==> src/sv/wfs_pkg.sv <==
// Shared types, codes and constants for the wall-follow sequencer.
// No dependencies; imported by wall_follow_sequencer.

package wfs_pkg;

    // Default width of the phase and bump timers
    localparam int TIMER_BITS_DEF = 16;

    // Payload widths
    localparam int SPEED_W  = 10;
    localparam int CALC_W   = 12;
    localparam int LEVEL_W  = 10;
    localparam int CSPEED_W = 9;
    localparam int WIN_W    = 16;
    localparam int EL_W     = 8;
    localparam int COUNT_W  = 8;
    localparam int IN_W     = 24;
    localparam int OUT_W    = 40;
    localparam int ADDR_W   = 5;
    localparam int DATA_W   = 32;

    // Phase timing limits in milliseconds
    localparam int BACKOFF_MS  = 1000;
    localparam int SCAN_MS     = 2000;
    localparam int ALIGN_MS    = 2000;
    localparam int CORNER0_MS  = 1400;
    localparam int CORNER1_MS  = 1000;
    localparam int CORNER2_MS  = 1500;

    // Target levels
    localparam logic [LEVEL_W-1:0] TARGET_RESET = 10'd80;
    localparam logic [LEVEL_W-1:0] TARGET_BUMP  = 10'd10;

    // Register reset values
    localparam logic [CSPEED_W-1:0] FORWARD_RESET = 9'd200;
    localparam logic [CSPEED_W-1:0] ROTATE_RESET  = 9'd200;
    localparam logic [CSPEED_W-1:0] STEER_RESET   = 9'd75;
    localparam logic [LEVEL_W-1:0]  CAP_RESET     = 10'd120;
    localparam logic [LEVEL_W-1:0]  LOST_RESET    = 10'd5;
    localparam logic [WIN_W-1:0]    WINDOW_RESET  = 16'd300;

    // Wheel speed saturation bound
    localparam logic signed [CALC_W-1:0] SPEED_MAX = 12'sd500;
    localparam logic signed [CALC_W-1:0] SPEED_MIN = -12'sd500;

    // Reciprocal of 3 in 11 fractional bits, exact for magnitudes up to 1023
    localparam logic [19:0] DIV3_RECIP = 20'd683;
    localparam int          DIV3_SHIFT = 11;

    typedef enum logic [3:0] {
        PH_SEEK    = 4'd0,
        PH_BACKOFF = 4'd1,
        PH_SCAN    = 4'd2,
        PH_ALIGN   = 4'd3,
        PH_FOLLOW  = 4'd4,
        PH_C0      = 4'd5,
        PH_C1      = 4'd6,
        PH_C2      = 4'd7,
        PH_HALT    = 4'd8
    } phase_t;

    typedef enum logic [2:0] {
        REG_FORWARD = 3'd0,
        REG_ROTATE  = 3'd1,
        REG_STEER   = 3'd2,
        REG_CAP     = 3'd3,
        REG_LOST    = 3'd4,
        REG_WINDOW  = 3'd5
    } cfg_idx_t;

    // Clamp a wheel speed to +-500 and narrow it to the port width
    function automatic logic signed [SPEED_W-1:0] sat_speed(logic signed [CALC_W-1:0] v);
        logic signed [CALC_W-1:0] c;
        c = v;
        if (v > SPEED_MAX)
        begin
            c = SPEED_MAX;
        end
        else if (v < SPEED_MIN)
        begin
            c = SPEED_MIN;
        end
        return c[SPEED_W-1:0];
    endfunction

endpackage

==> src/sv/wall_follow_sequencer.sv <==
// Top level of the wall-follow sequencer: stream ports, APB register file,
// input register, single-pass phase logic and result register. Uses wfs_pkg.
//
//  channel | group             | direction | contents
//  --------+-------------------+-----------+---------------------------------
//  sensor  | s_tvalid/s_tready | in        | one tick per transaction
//  command | m_tvalid/m_tready | out       | one result per tick
//  config  | psel/penable/...  | in/out    | six registers at 4*index
//
// One tick enters per cycle while the result side does not stall; its result
// is offered once it has passed the input register and then the result register.
// The whole tick is evaluated combinationally from the input register and the
// phase state.
// A stall on the result side holds the result register and the input register;
// the sensor side stays open while either register has room.
// Reset (rst_n low) returns the phase state and the registers to their defaults.

module wall_follow_sequencer #(
    parameter int TIMER_BITS = wfs_pkg::TIMER_BITS_DEF
) (
    input  logic                        clk,
    input  logic                        rst_n,
    // sensor stream
    input  logic                        s_tvalid,
    output logic                        s_tready,
    // [0] bump_left, [1] bump_right, [11:2] wall_signal, [19:12] elapsed_ms,
    // [20] stop_request, [23:21] zero
    input  logic [wfs_pkg::IN_W-1:0]    s_tdata,
    // command stream
    output logic                        m_tvalid,
    input  logic                        m_tready,
    // [9:0] left_speed, [19:10] right_speed, [23:20] phase,
    // [33:24] wall_target, [39:34] zero
    output logic [wfs_pkg::OUT_W-1:0]   m_tdata,
    // register port
    input  logic                        psel,
    input  logic                        penable,
    input  logic                        pwrite,
    input  logic [wfs_pkg::ADDR_W-1:0]  paddr,
    input  logic [wfs_pkg::DATA_W-1:0]  pwdata,
    output logic [wfs_pkg::DATA_W-1:0]  prdata,
    output logic                        pready
);

    import wfs_pkg::*;

    localparam int CMP_W = (TIMER_BITS > WIN_W) ? TIMER_BITS : WIN_W;
    localparam logic [TIMER_BITS-1:0] T_BACKOFF = TIMER_BITS'(BACKOFF_MS);
    localparam logic [TIMER_BITS-1:0] T_SCAN    = TIMER_BITS'(SCAN_MS);
    localparam logic [TIMER_BITS-1:0] T_ALIGN   = TIMER_BITS'(ALIGN_MS);
    localparam logic [TIMER_BITS-1:0] T_C0      = TIMER_BITS'(CORNER0_MS);
    localparam logic [TIMER_BITS-1:0] T_C1      = TIMER_BITS'(CORNER1_MS);
    localparam logic [TIMER_BITS-1:0] T_C2      = TIMER_BITS'(CORNER2_MS);

    // Configuration registers
    logic [CSPEED_W-1:0] forward_reg;
    logic [CSPEED_W-1:0] rotate_reg;
    logic [CSPEED_W-1:0] steer_reg;
    logic [LEVEL_W-1:0]  cap_reg;
    logic [LEVEL_W-1:0]  lost_reg;
    logic [WIN_W-1:0]    window_reg;

    // Phase state
    phase_t              phase_reg,  phase_next;
    logic [TIMER_BITS-1:0] ptimer_reg, ptimer_next;
    logic [TIMER_BITS-1:0] sbump_reg,  sbump_next;
    logic [COUNT_W-1:0]  repeat_reg, repeat_next;
    logic [LEVEL_W-1:0]  target_reg, target_next;

    // Input register
    logic                in_valid_reg, in_valid_next;
    logic                bump_reg;
    logic [LEVEL_W-1:0]  wall_reg;
    logic [EL_W-1:0]     el_reg;
    logic                stop_reg;

    // Result register
    logic                out_valid_reg, out_valid_next;
    logic [SPEED_W-1:0]  left_reg,  left_next;
    logic [SPEED_W-1:0]  right_reg, right_next;
    logic [3:0]          phout_reg;
    logic [LEVEL_W-1:0]  tgout_reg;

    logic                advance;
    logic                s_take;
    logic                work;
    logic                cfg_wr;
    cfg_idx_t            cfg_idx;

    // Handshake control
    assign advance  = !out_valid_reg || m_tready;
    assign s_tready = !in_valid_reg || advance;
    assign s_take   = s_tvalid && s_tready;
    assign work     = in_valid_reg && advance;

    assign in_valid_next  = s_take ? 1'b1 : (advance ? 1'b0 : in_valid_reg);
    assign out_valid_next = work ? 1'b1 : (m_tready ? 1'b0 : out_valid_reg);

    // Register port decode
    assign pready  = 1'b1;
    assign cfg_wr  = psel && penable && pwrite && pready;
    assign cfg_idx = cfg_idx_t'(paddr[ADDR_W-1:2]);

    // Read back the addressed register
    always_comb
    begin
        prdata = '0;
        unique case (cfg_idx)
            REG_FORWARD: prdata = DATA_W'(forward_reg);
            REG_ROTATE:  prdata = DATA_W'(rotate_reg);
            REG_STEER:   prdata = DATA_W'(steer_reg);
            REG_CAP:     prdata = DATA_W'(cap_reg);
            REG_LOST:    prdata = DATA_W'(lost_reg);
            REG_WINDOW:  prdata = DATA_W'(window_reg);
            default:     prdata = '0;
        endcase
    end

    // Write the configuration registers
    always_ff @(posedge clk or negedge rst_n)
    begin
        if (!rst_n)
        begin
            forward_reg <= FORWARD_RESET;
            rotate_reg  <= ROTATE_RESET;
            steer_reg   <= STEER_RESET;
            cap_reg     <= CAP_RESET;
            lost_reg    <= LOST_RESET;
            window_reg  <= WINDOW_RESET;
        end
        else if (cfg_wr)
        begin
            unique case (cfg_idx)
                REG_FORWARD: forward_reg <= pwdata[CSPEED_W-1:0];
                REG_ROTATE:  rotate_reg  <= pwdata[CSPEED_W-1:0];
                REG_STEER:   steer_reg   <= pwdata[CSPEED_W-1:0];
                REG_CAP:     cap_reg     <= pwdata[LEVEL_W-1:0];
                REG_LOST:    lost_reg    <= pwdata[LEVEL_W-1:0];
                REG_WINDOW:  window_reg  <= pwdata[WIN_W-1:0];
                default:     ;
            endcase
        end
    end

    // Evaluate one tick: stop and halt, timers, bump, then the phases in sequence
    always_comb
    begin
        logic [TIMER_BITS:0]        psum;
        logic [TIMER_BITS:0]        bsum;
        logic signed [CALC_W-1:0]   fwd;
        logic signed [CALC_W-1:0]   rot;
        logic signed [CALC_W-1:0]   l;
        logic signed [CALC_W-1:0]   r;
        logic signed [CALC_W-1:0]   err;
        logic [LEVEL_W-1:0]         mag;
        logic [19:0]                prod;
        logic signed [CALC_W-1:0]   quo;
        logic signed [CALC_W-1:0]   lim;
        logic signed [CALC_W-1:0]   diff;
        logic [LEVEL_W-1:0]         half;
        logic [CALC_W-1:0]          three_q;
        phase_t                     ph;
        logic [TIMER_BITS-1:0]      pt;
        logic [TIMER_BITS-1:0]      sb;
        logic [COUNT_W-1:0]         rb;
        logic [LEVEL_W-1:0]         tl;

        fwd = CALC_W'(signed'({1'b0, forward_reg}));
        rot = CALC_W'(signed'({1'b0, rotate_reg}));
        lim = CALC_W'(signed'({1'b0, steer_reg}));
        l   = '0;
        r   = '0;
        ph  = phase_reg;
        pt  = ptimer_reg;
        sb  = sbump_reg;
        rb  = repeat_reg;
        tl  = target_reg;

        psum    = '0;
        bsum    = '0;
        err     = '0;
        mag     = '0;
        prod    = '0;
        quo     = '0;
        diff    = '0;
        half    = '0;
        three_q = '0;

        if (stop_reg || phase_reg == PH_HALT)
        begin
            ph = PH_HALT;
        end
        else
        begin
            // Advance both timers, saturating
            psum = {1'b0, ptimer_reg} + (TIMER_BITS+1)'(el_reg);
            bsum = {1'b0, sbump_reg} + (TIMER_BITS+1)'(el_reg);
            pt = psum[TIMER_BITS] ? '1 : psum[TIMER_BITS-1:0];
            sb = bsum[TIMER_BITS] ? '1 : bsum[TIMER_BITS-1:0];

            // Handle a bump where bumps are seen
            if (bump_reg && (ph == PH_SEEK || ph == PH_FOLLOW || ph == PH_C0 ||
                             ph == PH_C1 || ph == PH_C2))
            begin
                if (CMP_W'(sb) < CMP_W'(window_reg))
                begin
                    rb = (rb == '1) ? rb : rb + 1'b1;
                end
                else
                begin
                    rb = '0;
                end
                pt = '0;
                if (rb != '0)
                begin
                    ph = PH_BACKOFF;
                end
                else
                begin
                    ph = PH_SCAN;
                    tl = TARGET_BUMP;
                end
            end

            // Seek: drive straight
            if (ph == PH_SEEK)
            begin
                l = fwd;
                r = fwd;
            end

            // Backoff: rotate left until the time is up
            if (ph == PH_BACKOFF)
            begin
                if (pt >= T_BACKOFF)
                begin
                    tl = (cap_reg < TARGET_BUMP) ? cap_reg : TARGET_BUMP;
                    sb = '0;
                    ph = PH_FOLLOW;
                end
                else
                begin
                    l = -rot;
                    r = rot;
                end
            end

            // Scan: rotate left and track the peak signal
            if (ph == PH_SCAN)
            begin
                if (pt < T_SCAN)
                begin
                    if (wall_reg > tl)
                    begin
                        tl = wall_reg;
                    end
                    l = -rot;
                    r = rot;
                end
                else
                begin
                    half = tl >> 1;
                    tl = (cap_reg < half) ? cap_reg : half;
                    ph = PH_ALIGN;
                    pt = '0;
                end
            end

            // Align: rotate right until the signal reaches 3/4 of the target or the time is up
            if (ph == PH_ALIGN)
            begin
                three_q = (CALC_W'(tl) + CALC_W'({tl, 1'b0})) >> 2;
                if (CALC_W'(wall_reg) >= three_q || pt >= T_ALIGN)
                begin
                    sb = '0;
                    ph = PH_FOLLOW;
                end
                else
                begin
                    l = rot;
                    r = -rot;
                end
            end

            // Outside-corner steps
            if (ph == PH_C0 || ph == PH_C1 || ph == PH_C2)
            begin
                if (wall_reg > lost_reg && ph != PH_C1)
                begin
                    ph = PH_FOLLOW;
                end
                else if (ph == PH_C0)
                begin
                    if (pt > T_C0)
                    begin
                        ph = PH_C1;
                        pt = '0;
                        l = rot;
                        r = -rot;
                    end
                    else
                    begin
                        l = fwd;
                        r = fwd;
                    end
                end
                else if (ph == PH_C1)
                begin
                    if (pt > T_C1)
                    begin
                        ph = PH_C2;
                        pt = '0;
                        l = fwd;
                        r = fwd;
                    end
                    else
                    begin
                        l = rot;
                        r = -rot;
                    end
                end
                else
                begin
                    if (pt > T_C2)
                    begin
                        ph = PH_FOLLOW;
                    end
                    else
                    begin
                        l = fwd;
                        r = fwd;
                    end
                end
            end

            // Follow: clamped proportional steer, corner when the wall is lost
            if (ph == PH_FOLLOW)
            begin
                // Proportional correction: (target - wall) / 3, truncated toward zero,
                // taken from the target as it stands after this tick's earlier phases
                err  = CALC_W'(signed'({2'b00, tl})) - CALC_W'(signed'({2'b00, wall_reg}));
                mag  = err[CALC_W-1] ? LEVEL_W'(-err) : LEVEL_W'(err);
                prod = 20'(mag) * DIV3_RECIP;
                quo  = CALC_W'(prod[19:DIV3_SHIFT]);
                diff = err[CALC_W-1] ? -quo : quo;
                if (diff > lim)
                begin
                    diff = lim;
                end
                else if (diff < -lim)
                begin
                    diff = -lim;
                end
                l = fwd + diff;
                r = fwd - diff;
                if (wall_reg < lost_reg)
                begin
                    ph = PH_C0;
                    pt = '0;
                    l = fwd;
                    r = fwd;
                end
            end
        end

        phase_next  = ph;
        ptimer_next = pt;
        sbump_next  = sb;
        repeat_next = rb;
        target_next = tl;
        left_next   = sat_speed(l);
        right_next  = sat_speed(r);
    end

    // Handshake and phase state
    always_ff @(posedge clk or negedge rst_n)
    begin
        if (!rst_n)
        begin
            in_valid_reg  <= 1'b0;
            out_valid_reg <= 1'b0;
            phase_reg     <= PH_SEEK;
            ptimer_reg    <= '0;
            sbump_reg     <= '0;
            repeat_reg    <= '0;
            target_reg    <= TARGET_RESET;
        end
        else
        begin
            in_valid_reg  <= in_valid_next;
            out_valid_reg <= out_valid_next;
            if (work)
            begin
                phase_reg  <= phase_next;
                ptimer_reg <= ptimer_next;
                sbump_reg  <= sbump_next;
                repeat_reg <= repeat_next;
                target_reg <= target_next;
            end
        end
    end

    // Capture the accepted transaction
    always_ff @(posedge clk)
    begin
        if (s_take)
        begin
            bump_reg <= s_tdata[0] | s_tdata[1];
            wall_reg <= s_tdata[11:2];
            el_reg   <= s_tdata[19:12];
            stop_reg <= s_tdata[20];
        end
    end

    // Load the result register
    always_ff @(posedge clk)
    begin
        if (work)
        begin
            left_reg  <= left_next;
            right_reg <= right_next;
            phout_reg <= phase_next;
            tgout_reg <= target_next;
        end
    end

    assign m_tvalid = out_valid_reg;
    assign m_tdata  = {6'b000000, tgout_reg, phout_reg, right_reg, left_reg};

endmodule
==> config.mk <==
export PLATFORM = sky130hd
export DESIGN_NAME = wall_follow_sequencer
export DESIGN_NICKNAME = d
export VERILOG_FILES = /design/src/sv/wfs_pkg.sv /design/src/sv/wall_follow_sequencer.sv
export SDC_FILE = /design/constraint.sdc
export NUM_CORES = 1
export LEC_CHECK = 0
export BUFFER_PORTS_ARGS = -buffer_cell sky130_fd_sc_hd__buf_2
export CAP_MARGIN = 10
export CORE_MARGIN = 2
export CORE_UTILIZATION = 50
export CTS_CLUSTER_DIAMETER = 120
export DETAILED_ROUTE_END_ITERATION = 10
export PLACE_DENSITY = 0.7
export SYNTH_ARGS = -nofsm -noshare
export SYNTH_HDL_FRONTEND = slang
export SYNTH_SLANG_ARGS = --single-unit
==> constraint.sdc <==
create_clock -name clk -period 48.1 [get_ports clk]
set_input_delay 2.405 -clock clk [delete_from_list [all_inputs] [get_ports clk]]
set_output_delay 2.405 -clock clk [all_outputs]
set_load 0.03 [all_outputs]
==> impl_metrics.toml <==
[final_layout]
nets = 2431
final_common_cell = "nand2_1"
final_cell_mix = "216 x nand2_1, 192 x ha_1, 160 x inv_1"
diodes = 0
syn_to_final_growth_pct = 7.06
final_cell_count_no_fill = 2618
drive_gt1_frac = 0.141
fillerInstances = 3266

[sta]
fin_crit_sh = 0.472
hold_viol = 0
slew_viol_final = 0
period_minus_slack_ns = 22.70
slew_headroom = 0.230
finalSetupTns_ns = 0
worst_pin_slew_ns = 1.16
rsz0062_at_grt = "no"
fmax_mhz = 44.1
postLayoutSetupSlackWorst_ns = 25.40
finalSetupViolCount = 0
skew_ns = 0.0161

[grt]
grt_overflow = 0
grt_max_degree = 69
grt_pass1_wl_mm = 82.0
track_usage = 0.268
grt_pass1_vias = 15600
antenna_found_initial = 0

[route]
first_pass_iters = 8
ant_nets = 0
wl_per_cell_um = 19.4
vias = 16300
drt_iter0_drc = 1393
totalWireLength_mm = 50.9
avgViaCountPerCell = 6.23
drcViolationCount = 0

[worst_setup_path]
cp_common_cell = "a21oi_1"
startpoint = "el_reg[1]"
cp_max_fo = 19
path_class = "flip-flop to flip-flop"
startpoint_type = "flip-flop"
arrival_ns = 22.89
slowest_delay_ns = 0.84
slowest_stage = "a22oi_1"
cp.required_ns = 48.29
endpoint_kind = "flip-flop"
reg2reg_from = "el_reg[1]"

[placement]
dp_slack_ns = 25.87
dp_hpwl_mm = 39.1
gp_congestion = 0.932
placed_cells = 2585
portBuffers = 98

[clock_tree]
h-tree-depth = 4
clk_pin_slew_ns = 0.07
cts_hold_buf = 0
numCtsBuffers = 17
post_cts_resized = 0
cts_tree = "done"
clkSinkCount = 173
cts_buffer_depth = 2
clk_latency_ns = 0.45
cts_root_buf = "clkbuf_16"
postCtsSetupRepairBufs = 0

[synth]
ys_seq_elements = 173
syn_area_mm2 = 0.0180
ys.warnings.count = 0
ys_seq_area_frac = 0.256
synth_cell_types = 125
yosys_most_used_dff = "dfrtp_1"
syn_avg_cell_area_um2 = 8.58
synth_cells = 2103
synth_edf_count = 54
async_flop_share = 0.688

[floorplan]
io_pins = 143
rows = 69
design.die.area_mm2 = 0.0376
die_w_um = 194
core_mm2 = 0.0356
die_y_um = 194
initial_core_util = 0.507

[min_path]
hold_path_class = "flip-flop to flip-flop"
worstHoldStart = "ptimer_reg[5]"

[job]
maxCapViolCount = 0

[status]
status = "finished clean"
==> through the flow <==
| step | instance area, µm² | hold WS [ns] | utilization |
|---|---|---|---|
| floorplan | 18100 | 0.445 | - |
| global placement | 18700 | 0.457 | 0.527 |
| detailed placement | 18700 | 0.472 | 0.527 |
| CTS | 19300 | 0.485 | 0.543 |
| global route | 19300 | 0.489 | 0.543 |
| finish | 19300 | 0.482 | 0.543 |
==> logic make-up after synthesis <==
| family | share of synthesized area |
|---|---|
| and+or+nand+nor | 0.176 |
| AOI/OAI and AO/OA | 0.247 |
| buffers and inverters | 0.0671 |
| adders and majority gates | 0.163 |
| DFF | 0.256 |
| xor gates and xnor gates | 0.0470 |
| muxes | 0.0423 |
| other | 0.000416 |
==> final timing paths <==
kind | end | cells after the start | slack, ns
min in group asynchronous | ptimer_reg[10] | 1 | 2.01
hold / removal | ptimer_reg[5] | 2 | 0.48
max in group asynchronous | lost_reg[7] | 2 | 44.74
setup reg to reg | right_reg[0] | 87 | 25.40
hold reg to reg | ptimer_reg[5] | 2 | 0.48
setup / recovery | right_reg[0] | 87 | 25.40
==> cell type report <==
type,instances,area [µm²],share of cell area
Clock buffer,18,429,0.0222
Sequential cell,173,4630,0.240
Inverter,162,608,0.0315
Multi-Input combinational cell,1676,12300,0.638
Timing Repair Buffer,114,613,0.0317
Clock inverter,14,146,0.00758
Tap cell,461,577,0.0299
==> worst max-delay path, delay by kind of cell, from the launching register on <==
kind | cells | cell delay (ns)
compound gates | 47 | 11.46
mux | 1 | 0.15
xor+xnor | 3 | 1.01
fa+ha+maj | 13 | 4.55
simple gates | 19 | 4.31
flops | 1 | 0.49
buf+inv | 4 | 0.45
==> synthesized netlist by cell type, drive strengths merged, types with 21 or more instances <==
cell    count  area share
a21o       46       0.019
xor2       27       0.013
buf        54       0.021
a211oi     21       0.011
nand2     217       0.045
mux2       44       0.027
a21oi     134       0.038
clkbuf     59       0.012
dfrtp      97        0.13
fa         27       0.030
edfxtp     54       0.090
xnor2      69       0.034
a31oi      24      0.0090
o22ai      24      0.0083
nand3      53       0.015
ha        192        0.13
o21a       22      0.0092
nor3       49       0.016
o21ai     147       0.043
inv       162       0.034
nor2      150       0.031
nand4      27      0.0094
dfstp      22       0.032
==> per-layer routing <==
metal | vias to the layer above | GRT usage | wire (µm)
met2 | 671 | 0.434 | 23200
li1 | 7724 | - | -
met5 | - | 0 | 0
met1 | 7784 | 0.365 | 22100
met3 | 127 | 0.0351 | 3790
met4 | 0 | 0.106 | 1780
Power is not shown: default switching activity piles up to over one toggle a cycle in this logic, so the estimate is an artifact.
